--- config.mk ---
export PLATFORM = sky130hd
export DESIGN_NAME = iha_ctrl
export DESIGN_NICKNAME = d
export VERILOG_FILES = /design/src/hw/rtl/iha_pkg.sv /design/src/hw/rtl/iha_ctrl.sv
export SDC_FILE = /design/constraint.sdc
export NUM_CORES = 1
export LEC_CHECK = 0
export ABC_AREA = 1
export BUFFER_PORTS_ARGS = -buffer_cell sky130_fd_sc_hd__buf_2
export CORE_MARGIN = 3
export CORE_UTILIZATION = 47
export CTS_CLUSTER_DIAMETER = 80
export CTS_CLUSTER_SIZE = 14
export DETAILED_ROUTE_END_ITERATION = 8
export PLACE_DENSITY_LB_ADDON = 0.12
export RECOVER_POWER = 50
export SLEW_MARGIN = 20
export SYNTH_ARGS = -nofsm -noshare
export SYNTH_HDL_FRONTEND = slang
export SYNTH_SLANG_ARGS = --single-unit
--- constraint.sdc ---
create_clock -name clk -period 5.45 [get_ports clk]
set_input_delay 0.2725 -clock clk [delete_from_list [all_inputs] [get_ports clk]]
set_output_delay 0.2725 -clock clk [all_outputs]
set_load 0.02 [all_outputs]
--- src/hw/rtl/iha_pkg.sv ---
// Package for the id handle allocator: payload structs, operation and
// status codes, sequencer states and the memory request struct.
// No dependencies.
package iha_pkg;

  localparam int ID_W         = 16;
  localparam int WORD_W       = 32;
  localparam int CAPACITY_DEF = 1024;

  // Operation codes carried in the mode field
  localparam logic [1:0] OP_ALLOC  = 2'd0;
  localparam logic [1:0] OP_FIND   = 2'd1;
  localparam logic [1:0] OP_REMOVE = 2'd2;

  // Result status codes
  localparam logic [1:0] STAT_OK    = 2'd0;
  localparam logic [1:0] STAT_FULL  = 2'd1;
  localparam logic [1:0] STAT_RANGE = 2'd2;

  typedef struct packed {
    logic [1:0]        mode;
    logic [ID_W-1:0]   start_id;
    logic [ID_W-1:0]   id;
    logic [WORD_W-1:0] value;
  } in_item_t;

  typedef struct packed {
    logic [1:0]        status;
    logic [ID_W-1:0]   id_out;
    logic [WORD_W-1:0] value_out;
  } out_item_t;

  // One access to the table per cycle: a read or a write at addr
  typedef struct packed {
    logic              wr_en;
    logic              rd_en;
    logic [ID_W-1:0]   addr;
    logic [WORD_W-1:0] wdata;
  } mem_req_t;

  typedef enum logic [2:0] {
    ST_CLEAR,
    ST_IDLE,
    ST_DISPATCH,
    ST_ARD,
    ST_ACHK,
    ST_FCHK,
    ST_RESP
  } state_t;

endpackage

--- src/hw/rtl/iha_ctrl.sv ---
// Sequencer of the id handle allocator: takes an item, scans or accesses
// the table one entry at a time and holds the result in an output register.
// Depends on iha_pkg.
module iha_ctrl #(
  parameter int CAPACITY = iha_pkg::CAPACITY_DEF
) (
  input  logic                       clk,
  input  logic                       rst_n,
  input  logic                       in_valid,
  output logic                       in_ready,
  input  iha_pkg::in_item_t          in_item,
  output logic                       out_valid,
  input  logic                       out_ready,
  output iha_pkg::out_item_t         out_item,
  output iha_pkg::mem_req_t          mem_req,
  input  logic [iha_pkg::WORD_W-1:0] mem_rdata,
  input  logic                       clr_busy
);

  localparam logic [iha_pkg::ID_W:0] CAP_L = (iha_pkg::ID_W+1)'(CAPACITY);

  iha_pkg::state_t           state_r, state_nxt;
  iha_pkg::in_item_t         op_r, op_nxt;
  iha_pkg::out_item_t        res_r, res_nxt;
  iha_pkg::out_item_t        out_item_r, out_item_nxt;
  logic                      out_valid_r, out_valid_nxt;
  logic [iha_pkg::ID_W:0]    scan_r, scan_nxt;
  logic [iha_pkg::ID_W:0]    scan_inc;
  logic                      start_ok;
  logic                      id_ok;
  logic                      rd_zero;
  logic                      out_free;

  assign start_ok = ({1'b0, op_r.start_id} < CAP_L);
  assign id_ok    = ({1'b0, op_r.id} < CAP_L);
  assign scan_inc = scan_r + 1'b1;
  assign rd_zero  = (mem_rdata == '0);
  assign out_free = !out_valid_r || out_ready;

  assign out_valid = out_valid_r;
  assign out_item  = out_item_r;

  // Next state
  always_comb begin
    state_nxt = state_r;
    case (state_r)
      iha_pkg::ST_CLEAR: begin
        if (!clr_busy) state_nxt = iha_pkg::ST_IDLE;
      end
      iha_pkg::ST_IDLE: begin
        if (in_valid) state_nxt = iha_pkg::ST_DISPATCH;
      end
      iha_pkg::ST_DISPATCH: begin
        case (op_r.mode)
          iha_pkg::OP_ALLOC: state_nxt = start_ok ? iha_pkg::ST_ARD : iha_pkg::ST_RESP;
          iha_pkg::OP_FIND:  state_nxt = id_ok ? iha_pkg::ST_FCHK : iha_pkg::ST_RESP;
          default:           state_nxt = iha_pkg::ST_RESP;
        endcase
      end
      iha_pkg::ST_ARD: begin
        state_nxt = iha_pkg::ST_ACHK;
      end
      iha_pkg::ST_ACHK: begin
        if (rd_zero || (scan_inc == CAP_L)) state_nxt = iha_pkg::ST_RESP;
        else state_nxt = iha_pkg::ST_ARD;
      end
      iha_pkg::ST_FCHK: begin
        state_nxt = iha_pkg::ST_RESP;
      end
      iha_pkg::ST_RESP: begin
        if (out_free) state_nxt = iha_pkg::ST_IDLE;
      end
      default: begin
        state_nxt = iha_pkg::ST_IDLE;
      end
    endcase
  end

  // Outputs, table requests and datapath updates
  always_comb begin
    in_ready      = 1'b0;
    mem_req       = '0;
    op_nxt        = op_r;
    res_nxt       = res_r;
    scan_nxt      = scan_r;
    out_item_nxt  = out_item_r;
    out_valid_nxt = out_valid_r && !out_ready;
    case (state_r)
      iha_pkg::ST_IDLE: begin
        in_ready = 1'b1;
        if (in_valid) op_nxt = in_item;
      end
      iha_pkg::ST_DISPATCH: begin
        res_nxt = '{status: iha_pkg::STAT_OK, id_out: '0, value_out: '0};
        case (op_r.mode)
          iha_pkg::OP_ALLOC: begin
            scan_nxt = {1'b0, op_r.start_id};
            if (!start_ok) res_nxt.status = iha_pkg::STAT_FULL;
          end
          iha_pkg::OP_FIND: begin
            mem_req.rd_en = id_ok;
            mem_req.addr  = op_r.id;
            if (!id_ok) res_nxt.status = iha_pkg::STAT_RANGE;
          end
          iha_pkg::OP_REMOVE: begin
            mem_req.wr_en = id_ok;
            mem_req.addr  = op_r.id;
            if (!id_ok) res_nxt.status = iha_pkg::STAT_RANGE;
          end
          default: begin
          end
        endcase
      end
      iha_pkg::ST_ARD: begin
        mem_req.rd_en = 1'b1;
        mem_req.addr  = scan_r[iha_pkg::ID_W-1:0];
      end
      iha_pkg::ST_ACHK: begin
        // Free slot found: claim it, else step to the next id
        if (rd_zero) begin
          mem_req.wr_en  = 1'b1;
          mem_req.addr   = scan_r[iha_pkg::ID_W-1:0];
          mem_req.wdata  = op_r.value;
          res_nxt.id_out = scan_r[iha_pkg::ID_W-1:0];
        end else begin
          scan_nxt = scan_inc;
          if (scan_inc == CAP_L) res_nxt.status = iha_pkg::STAT_FULL;
        end
      end
      iha_pkg::ST_FCHK: begin
        res_nxt.value_out = mem_rdata;
      end
      iha_pkg::ST_RESP: begin
        if (out_free) begin
          out_valid_nxt = 1'b1;
          out_item_nxt  = res_r;
        end
      end
      default: begin
      end
    endcase
  end

  // Control registers
  always_ff @(posedge clk) begin
    if (!rst_n) begin
      state_r     <= iha_pkg::ST_CLEAR;
      out_valid_r <= 1'b0;
    end else begin
      state_r     <= state_nxt;
      out_valid_r <= out_valid_nxt;
    end
  end

  // Payload registers
  always_ff @(posedge clk) begin
    op_r       <= op_nxt;
    res_r      <= res_nxt;
    scan_r     <= scan_nxt;
    out_item_r <= out_item_nxt;
  end

endmodule

==> results by group, run 1 <==
Yosys
  • Post-Synth Simple-Gate Area: between 10 and 15%
  • Sequential fraction of the synthesis area: between 70 and 80%
  • Area contributors post-synth: edfxtp_1 73%, nor2_1 6.0%, inv_1 5.6%
  • Mux share of post-synthesis cell area: 0%
  • Compound-cell area share of the yosys netlist: under 10%
  • Synth cell types: 27
  • Post-Synth XOR/XNOR Area: 0%
  • Net Count, Synth: approximately 730
  • Syn. warnings: 0
  • Yosys top cell area share: between 70% and 80%
  • Mapped cell area: 7551 µm²
  • Largest family of logic cells by synthesized area: simple AND/OR/NAND/NOR gates
  • Area leader, netlist: edfxtp_1
  • Post-synthesis cell count: roughly 630
  • Fraction of the mapped netlist area in adder cells: less than 1%
  • Syn Area/Cell: 12.08 µm²
  • FF+latch count, synth: ~190

Detailed routing
  • Avg Vias per Cell: slightly below 5
  • DRT Wirelength: between 15 and 20 mm
  • First-pass DRT Iterations: 5
  • Routed length per instance: around 15 µm
  • Post-route DRC: 0
  • Iter 0 DRT Violations: a little over 400
  • Vias: between 5,000 and 6,000
  • Final antenna-violating net count: 0

Clocking
  • Latest clock arrival within the worst-skew pair: roughly 420 ps
  • Clk sinks: about 190
  • CTS tree: yes
  • Total CTS buffers: 17
  • Post-CTS Setup Inserts: 0
  • CTS Buffer Depth: 2
  • H-tree depth: 4
  • CTS Root Buffer Type: clkbuf_16
  • Clock slew at reported path FFs: ~70 ps

Run
  • Max Cap Violations: 0

Worst setup path
  • Crit path kind: reg2reg
  • Reg-to-reg slack, setup: around 2100 ps
  • Reg2reg start: state_r[0]
  • Cells along the critical path: nor2_1, nand2_1, clkbuf_1, inv_1, a21oi_1, nor2_1, buf_4
  • Worst r2r dst: scan_r[5]
  • Buf/Inv on CP: 3
  • Worst Path Required: 5610 ps
  • Slowest CP cell: clkbuf_1
  • Max stage delay on crit path: 1070 ps
  • Worst-path maximum fanout: 32
  • Critical path capture point type: flip-flop
  • Cell mode on critical path: nor2_1
  • CP arrival: 3550 ps
  • Reg2Reg Depth: 7
  • Critical Path Source Type: flip-flop
  • Critical path's top delay family: buffers and inverters

Power
  • Logic pwr share: 4.7%
  • Clock Power Share: between 40% and 50%
  • VDD IR-drop max: between 150 and 200 µV
  • Sw Pwr: between 0.6 and 0.7 mW
  • Internal power: 2.502 mW
  • PD cells: about 330 nW/µm²
  • Flop pwr share: between 50% and 60%
  • Leakage: 4.104 nW
  • Switching share of power: slightly above 20%

Final layout
  • Final Instance Area: ~9600 µm²
  • Fill cells: ~1,300
  • Ratio of cells with drive above 1 in the final layout: a little under a quarter
  • Area grow syn2layout: 26.69%
  • Reg area: 5575 µm²
  • Commonest non-fill, non-tap cell in the layout: edfxtp_1
  • Multi-input combinational cell area: approximately 1500 µm²
  • Most frequent cells in the layout: 183 x edfxtp_1, 149 x buf_2, 121 x nor2_1, 112 x inv_1, 71 x nand2_1
  • # diodes: 0
  • Final net count: 964

Run status
  • Outcome: complete, no violations

Timing
  • Final Setup Violations: 0
  • Final Skew: about 8.7 ps
  • Final-report hold violation count: 0
  • Setup TNS: 0 ps
  • Fin crit period: around 3400 ps
  • Pins Over Slew Limit: 0
  • Unrepaired setup endpoints after global routing: no
  • Highest clock rate: 295.4 MHz
  • Relative slew slack: under 10%
  • Fin crit share: 62.11%
  • Least-Margin Pin Slew: roughly 1500 ps

Floorplanning
  • Initial Util: roughly half
  • Core area: roughly 15,000 µm²
  • Die area: around 18,000 µm²
  • Die Wd: 132.8 µm
  • Cell row count: 45
  • Num ports: around 210
  • Die height: around 130 µm

Placed design
  • GP Congestion: roughly 0.90
  • Post-DP HPWL: ~12 mm
  • Placed cell area: slightly below 9000 µm²
  • IO buf count: just over 200

Worst hold path
  • Hold Crit Endpoint: op_r[61]
  • Worst Hold Class: in2reg
  • Cells on Worst Hold Path: 1
  • Worst min-delay path startpoint: in_item[61]

Global routing
  • Vias in the first global route: a little over 5,000
  • Largest net degree at the start of global routing: 51
  • Congestion Overflow GR: 0
  • Initial antenna violation count: 0
  • GRT Overall Usage: a little under a fifth
  • First-pass GRT wire length: approximately 26 mm
-- worst max path at each step --
stage                 start          end  depth (start not counted)
6_report         state_r[0]    scan_r[5]                          7
5_1_grt          state_r[0]    scan_r[9]                          7
4_1_cts          state_r[2]  mem_req[42]                          6
3_5_place_dp     state_r[0]     op_r[10]                          5
3_3_place_gp   mem_rdata[8]    res_r[32]                          8
2_1_floorplan    state_r[2]  out_item[0]                          4
-- cell usage after synthesis --
cell type / n
a21oi_1: 8
nor3_4: 1
nor2_2: 6
buf_2: 1
o31ai_1: 2
dfxtp_1: 4
buf_1: 3
inv_1: 112
o22ai_1: 4
nor4_1: 3
o21ai_2: 6
nand3_1: 37
a31oi_1: 11
nand2_1: 71
inv_4: 1
ha_1: 5
o211ai_1: 1
clkbuf_1: 6
buf_6: 4
edfxtp_1: 183
nand4_1: 11
o21ai_0: 12
nor4_2: 1
nor3_1: 5
o21ai_1: 3
nor2_4: 3
nor2_1: 121
-- per-layer routing --
metal  vias up  share of wire, %  global-route usage (%)
met4         0               2.2                   8.083
met3        28               6.6                   4.487
li1       2559                 -                       -
met1      2433                41                   24.14
met2       219                50                   31.08
met5         -                 0                       0
-- layout make-up --
| type | count | area share (%) |
|---|---|---|
| multi-input cells | 311 | 15.55 |
| well taps | 211 | 2.760 |
| clock inverters | 15 | 2.420 |
| inverters | 113 | 4.460 |
| repair buffers | 226 | 12.08 |
| flip-flops and latches | 187 | 58.28 |
| clock buffers | 17 | 4.447 |
-- power groups by stage --
stage	clock network, mW	registers (mW)	logic, mW
2_1_floorplan	0	1.66	0.0719
3_3_place_gp	0	1.66	0.134
3_5_place_dp	0	1.67	0.139
4_1_cts	1.39	1.63	0.147
5_1_grt	1.45	1.64	0.166
6_report	1.36	1.63	0.148
-- logic make-up (layout without fill, tap and decap cells) --
family	after synthesis	after routing
AND/OR/NAND/NOR	259	259
flip-flops	187	187
buffers and inverters	127	371
AO/OA/AOI/OAI	47	47
adder cells (fa/ha/maj)	5	5
-- stage by stage --
step | hold slack, ps | util (%) | setup slack [ps] | instances | power (mW)
4_1_cts | 0.2920 | 62.00 | 2826 | 1076 | 3.174
2_1_floorplan | 370.1 | - | 1817 | 625 | 1.736
3_5_place_dp | 404.5 | 56.91 | 2979 | 1031 | 1.805
5_1_grt | 0.7738 | 61.79 | 1730 | 1080 | 3.256
3_3_place_gp | 400.8 | 56.91 | 3102 | 1031 | 1.797
6_report | 21.35 | 61.79 | 2065 | 1080 | 3.145
-- registers in the layout, summed over array words and instances (netlist names) --
| signal | flops |
|---|---|
| op_r | 66 |
| out_item | 50 |
| out_valid | 1 |
| res_r | 50 |
| scan_r | 17 |
| state_r | 3 |
-- what timing repair did --
item,in CTS,in global routing
hold buffers,13,4
gates resized for setup,0,0
hold endpoints to repair,13,4
-- worst reg2reg max path: cells and delay by family (launching register included) --
| kind | cells | cell delay, ps |
|---|---|---|
| buf+inv | 3 | 2080 |
| compound gates | 1 | 430 |
| flops | 1 | 390 |
| simple gates | 3 | 230 |
Note: power is estimated with default switching activity, not from simulation.
==> inputs of run 2 (changes only) <==
--- a/config.mk
+++ b/config.mk
@@ -5,7 +5,7 @@
 export SDC_FILE = /design/constraint.sdc
 export NUM_CORES = 1
 export LEC_CHECK = 0
-export ABC_AREA = 1
+export ABC_AREA = 0
 export BUFFER_PORTS_ARGS = -buffer_cell sky130_fd_sc_hd__buf_2
 export CORE_MARGIN = 3
 export CORE_UTILIZATION = 47
==> constraint.sdc (replaced) <==
create_clock -name clk -period 2.8 [get_ports clk]
set_input_delay 0.14 -clock clk [delete_from_list [all_inputs] [get_ports clk]]
set_output_delay 0.14 -clock clk [all_outputs]
set_load 0.02 [all_outputs]
==> run 2 against run 1 <==
Effect of this change: sequential power is 140% higher; first-iteration DRC count down 34%; largest power group unchanged; cell area is 3.7% higher; hold slack worse by 2.4 ps; via count shrank 7.7%.
==> results by group, run 2 <==
Run
  • Max Cap Violations: 0

Power
  • Clock Power Share: between 30% and 40%
  • Logic pwr share: between 15 and 20%
  • Leakage: roughly 3.7 nW
  • VDD IR-drop max: between 400 and 500 µV
  • Sw Pwr: around 1.9 mW
  • Flop pwr share: 53.2%
  • PD cells: approximately 740 nW/µm²
  • Internal power: ~5.4 mW
  • Switching share of power: 26.16%

Global routing
  • GRT Overall Usage: ~18%
  • Vias in the first global route: between 4,000 and 5,000
  • First-pass GRT wire length: about 25 mm
  • Initial antenna violation count: 0
  • Congestion Overflow GR: 0
  • Largest net degree at the start of global routing: 67

Clocking
  • Clock slew at reported path FFs: 60 ps
  • Latest clock arrival within the worst-skew pair: about 420 ps
  • H-tree depth: 4
  • CTS Buffer Depth: 2
  • Total CTS buffers: 17
  • CTS Root Buffer Type: clkbuf_16
  • Post-CTS Setup Inserts: 0
  • CTS tree: yes
  • Clk sinks: 187

Worst setup path
  • Critical Path Source Type: input port
  • Reg-to-reg slack, setup: about 280 ps
  • CP arrival: between 2000 and 2500 ps
  • Slowest CP cell: dlygate4sd3_1
  • Worst Path Required: about 2700 ps
  • Cell mode on critical path: buf_2
  • Worst-path maximum fanout: 17
  • Cells along the critical path: dlygate4sd3_1, buf_2, nor4_1, nand4_1, nor3_4, o21bai_1, buf_4, a22o_1, buf_2
  • Crit path kind: in2out
  • Max stage delay on crit path: 540 ps
  • Critical path capture point type: primary output

Final layout
  • Register with the most flip-flops: op_r
  • Commonest non-fill, non-tap cell in the layout: edfxtp_1
  • Fill cells: roughly 1,200
  • Area grow syn2layout: 34.68%
  • # diodes: 0
  • Reg area: approximately 5600 µm²
  • Final net count: ~870
  • Most frequent cells in the layout: 183 x edfxtp_1, 153 x buf_2, 73 x dlygate4sd3_1, 55 x clkbuf_1, 47 x and2_1
  • Largest register FFs: 66
  • Final Instance Area: 9922 µm²
  • Multi-input combinational cell area: 1694 µm²
  • Ratio of cells with drive above 1 in the final layout: ~27%

Yosys
  • Mapped cell area: between 7000 and 8000 µm²
  • Sequential fraction of the synthesis area: 75.68%
  • Count leader, synth: edfxtp_1
  • Synth cell types: 47
  • Ys async rst share: 0%
  • Post-synth EDFFs: 183
  • Syn. warnings: 0
  • Yosys top cell area share: approximately three quarters
  • Prevailing post-synth register cell: edfxtp_1
  • FF+latch count, synth: around 190
  • Synth top cells by count: 183 x edfxtp_1, 82 x and2_1, 27 x nor2_1, 20 x nand2_1, 17 x clkbuf_1
  • Syn Area/Cell: about 15 µm²
  • Net Count, Synth: 585
  • Post-synthesis cell count: around 480
  • Area contributors post-synth: edfxtp_1 75%, and2_1 7.0%, a22o_1 1.9%
  • Area leader, netlist: edfxtp_1

Timing
  • Fin crit share: approximately nine tenths
  • Relative slew slack: 34.73%
  • Final hold slack: 18.99 ps
  • Setup TNS: 0 ps
  • Final Setup Violations: 0
  • Pins Over Slew Limit: 0
  • Unrepaired setup endpoints after global routing: no
  • Highest clock rate: 388.3 MHz
  • Fin crit period: 2575 ps
  • Final Skew: between 10 and 15 ps
  • Final-report hold violation count: 0
  • Least-Margin Pin Slew: 979.1 ps

Detailed routing
  • Post-route DRC: 0
  • Avg Vias per Cell: 4.914
  • First-pass DRT Iterations: 4
  • Iter 0 DRT Violations: ~260
  • DRT Wirelength: between 15 and 20 mm
  • Vias: ~4,800
  • Final antenna-violating net count: 0
  • Routed length per instance: 15.72 µm

Run status
  • Outcome: complete, no violations

Placed design
  • Post-DP HPWL: ~10 mm
  • Placed cell area: approximately 8700 µm²
  • GP Congestion: approximately 0.86
  • IO buf count: a little over 200

Floorplanning
  • Die height: approximately 130 µm
  • Num ports: ~210
  • Die Wd: 131.2 µm
  • Cell row count: 45
  • Die area: ~17,000 µm²
  • Initial Util: approximately half
  • Core area: 15,260 µm²

Worst hold path
  • Worst Hold Class: in2reg
run 2: power groups by stage:
stage	sequential, mW	clock (mW)	combinational [mW]
2_1_floorplan	3.85	0	0.715
3_5_place_dp	3.94	0	1.04
6_report	3.89	2.32	1.10
3_3_place_gp	3.92	0	1.02
4_1_cts	3.88	2.36	1.13
5_1_grt	3.93	2.49	1.22
run 2: cell families (layout without fill, tap and decap cells):
family | count (synthesis) | count (layout) | share of synthesized area (%)
compound gates | 58 | 58 | 5.520
buf+inv | 31 | 327 | 1.766
fa+ha+maj | 5 | 5 | 0.8492
flops | 187 | 187 | 75.68
simple gates | 180 | 180 | 14.28
xor+xnor | 16 | 16 | 1.902
run 2: through the flow:
step | util [%] | setup WS (ps) | instances | power (mW)
4_1_cts | 65.51 | 141.7 | 984 | 7.370
3_5_place_dp | 56.97 | 299.8 | 879 | 4.986
5_1_grt | 65.03 | 52.26 | 984 | 7.637
2_1_floorplan | - | 193.3 | 477 | 4.568
6_report | 65.03 | 225.0 | 984 | 7.307
3_3_place_gp | 56.97 | 376.2 | 879 | 4.941
run 2: worst max-delay path: cells and delay by family:
| kind | cells | cell delay, ps |
|---|---|---|
| compound gates | 2 | 370 |
| simple gates | 3 | 820 |
| buf+inv | 4 | 1100 |
run 2: timing repair:
action	in CTS	in global routing
endpoints found under the hold margin	74	0
hold buffers	73	0
gates resized for setup	0	2
setup endpoints to repair	0	9
run 2: routing by layer:
layer	GRT usage (%)	share of wire, %
met1	22.34	42
met2	30.27	50
met3	5.360	6.6
met4	6.243	1.4
met5	0	0
run 2: worst paths after layout:
check | from | to | cells after the start
setup / recovery | mem_rdata[13] | mem_req[40] | 9
hold / removal | mem_rdata[26] | res_r[26] | 2
setup reg to reg | scan_r[1] | res_r[49] | 7
hold reg to reg | res_r[49] | out_item[49] | 0
run 2: area by class of cell:
class / count / area share, %
Clock buffer: 19 / 4.363
Sequential cell: 187 / 56.19
Tap cell: 211 / 2.661
Multi-Input combinational cell: 259 / 17.07
Clock inverter: 13 / 1.412
Inverter: 6 / 0.2270
Timing Repair Buffer: 289 / 18.07
==> inputs of run 3 (changes only) <==
--- a/config.mk
+++ b/config.mk
@@ -12,6 +12,7 @@
 export CTS_CLUSTER_DIAMETER = 80
 export CTS_CLUSTER_SIZE = 14
 export DETAILED_ROUTE_END_ITERATION = 8
+export GPL_TIMING_DRIVEN = 0
 export PLACE_DENSITY_LB_ADDON = 0.12
 export RECOVER_POWER = 50
 export SLEW_MARGIN = 20
==> run 3 against run 2 <==
Effect of this change: clock-buffer cell count is the same; cell area is essentially flat; combinational power grew 7%; critical path type is now reg2reg; flip-flop and latch count is the same; critical path depth shrank 2.
==> results by group, run 3 (same netlist as run 2, synthesis figures left out) <==
Worst setup path
  • Crit path kind: reg2reg
  • Worst Path Required: slightly below 3000 ps
  • Critical Path Source Type: flip-flop
  • Reg2Reg Depth: 7
  • Worst-path maximum fanout: 8
  • CP arrival: approximately 2800 ps
  • Critical path capture point type: flip-flop

Power
  • Leakage: ~3.7 nW
  • PD cells: 730.1 nW/µm²
  • Pwr Total: 7.247 mW
  • VDD IR-drop max: roughly 420 µV

Timing
  • Fin crit period: about 2600 ps
  • Worst setup margin: 156.3 ps
  • Final Setup Violations: 0
  • Highest clock rate: 378.3 MHz
  • Least-Margin Pin Slew: 914.8 ps
  • Unrepaired setup endpoints after global routing: no
  • Setup TNS: 0 ps
  • Final Skew: 10.29 ps
  • Pins Over Slew Limit: 0
  • Fin crit share: a little over nine tenths
  • Final hold slack: 15.30 ps
  • Final-report hold violation count: 0
  • Relative slew slack: 38.95%

Final layout
  • Register with the most flip-flops: op_r
  • # diodes: 0
  • Final net count: 880
  • Final non-filler cell total: about 1,000
  • Most frequent cells in the layout: 183 x edfxtp_1, 157 x buf_2, 70 x dlygate4sd3_1, 67 x clkbuf_1, 67 x and2_1
  • Largest register FFs: 66
  • Fill cells: between 1,000 and 1,500
  • Area grow syn2layout: 34.73%
  • Commonest non-fill, non-tap cell in the layout: edfxtp_1
  • Ratio of cells with drive above 1 in the final layout: a little over a quarter

Clocking
  • Post-CTS Setup Inserts: 0
  • Clk sinks: 187
  • Latest clock arrival within the worst-skew pair: roughly 420 ps
  • CTS Buffer Depth: 2
  • Total CTS buffers: 17
  • Clock slew at reported path FFs: about 70 ps
  • CTS tree: yes
  • CTS Root Buffer Type: clkbuf_16
  • H-tree depth: 4

Run status
  • Outcome: complete, no violations

Worst hold path
  • Worst Hold Class: in2reg
  • Cells on Worst Hold Path: 2

Floorplanning
  • Cell row count: 45
  • Die Wd: between 100 and 150 µm
  • Die area: 17,210 µm²
  • Initial Util: between 40% and 50%
  • Die height: around 130 µm
  • Core area: 15,260 µm²
  • Num ports: slightly above 200

Detailed routing
  • Final antenna-violating net count: 0
  • Vias: ~4,900
  • Routed length per instance: between 15 and 20 µm
  • Post-route DRC: 0
  • First-pass DRT Iterations: 5
  • DRT Wirelength: 15.84 mm
  • Avg Vias per Cell: roughly 5
  • Iter 0 DRT Violations: roughly 220

Global routing
  • Congestion Overflow GR: 0
  • Initial antenna violation count: 0
  • Largest net degree at the start of global routing: 67
  • Vias in the first global route: between 5,000 and 6,000
  • GRT Overall Usage: 18.55%
  • First-pass GRT wire length: approximately 25 mm

Placed design
  • Placed Cells: approximately 900
  • GP Congestion: roughly 0.88
  • IO buf count: just over 200
  • Post-DP HPWL: 10.75 mm
  • Setup slack at placement: -127.3 ps

Run
  • Max Cap Violations: 0
==> run 3: changes by cell type in the layout (fill, tap and decap cells not counted), sizes merged <==
cell / before / now
clkinv: 5 / 8
buf: 162 / 160
clkinvlp: 2 / 0
dlygate4sd3: 73 / 70
clkbuf: 73 / 90
bufinv: 2 / 1
==> run 3: layout make-up <==
type	instances	area (µm²)	share of cell area [%]
sequential	187	5575	56.17
multi-input combinational	259	1687	16.99
inverter	6	22.52	0.2269
tap	211	264.0	2.660
buffer	24	112.6	1.135
clock inverter	13	115.1	1.160
clock buffer	19	432.9	4.362
timing repair buffer	277	1717	17.29
==> run 3: layer usage <==
metal | vias up | share of wire (%) | GRT usage [%]
li1 | 2369 | - | -
met1 | 2338 | 41 | 22.28
met2 | 203 | 50 | 32.32
met3 | 29 | 6.9 | 4.786
met4 | 0 | 2.1 | 7.001
met5 | - | 0 | 0
==> run 3: power by group <==
part           total [mW]  switching (mW)  internal [mW]
Combinational        1.18           0.782          0.401
Clock                2.24            1.01           1.23
Sequential           3.83           0.156           3.67
==> run 3: metrics by stage <==
step / cell area (µm²) / utilization [%]
final: 9926 / 65.05
after global routing: 9926 / 65.05
after CTS: 10020 / 65.67
after detailed placement: 8758 / 57.40
after global placement: 8656 / 56.73
after floorplan: 7371 / -
==> run 3: path summary, 6_finish.rpt <==
kind / slack, ps / from / to
setup reg to reg: 160 / scan_r[0] / res_r[49]
hold / removal: 20 / mem_rdata[18] / res_r[18]
setup / recovery: 160 / scan_r[0] / res_r[49]
hold reg to reg: 420 / res_r[8] / out_item[8]
==> run 3: what timing repair did <==
item / 4_1_cts / 5_1_grt
gates resized for setup: 5 / 10
hold buffers: 70 / 0
hold endpoints to repair: 70 / 0
endpoints found under the setup margin: 78 / 62
==> run 3: critical path, cell delays in order, from the launching register on <==
cell      delay (ps)
edfxtp_1         540
ha_1             310
and2_1           200
a311oi_1         280
a31oi_1           70
or3b_2           500
nor4_2           250
o21ba_2          200
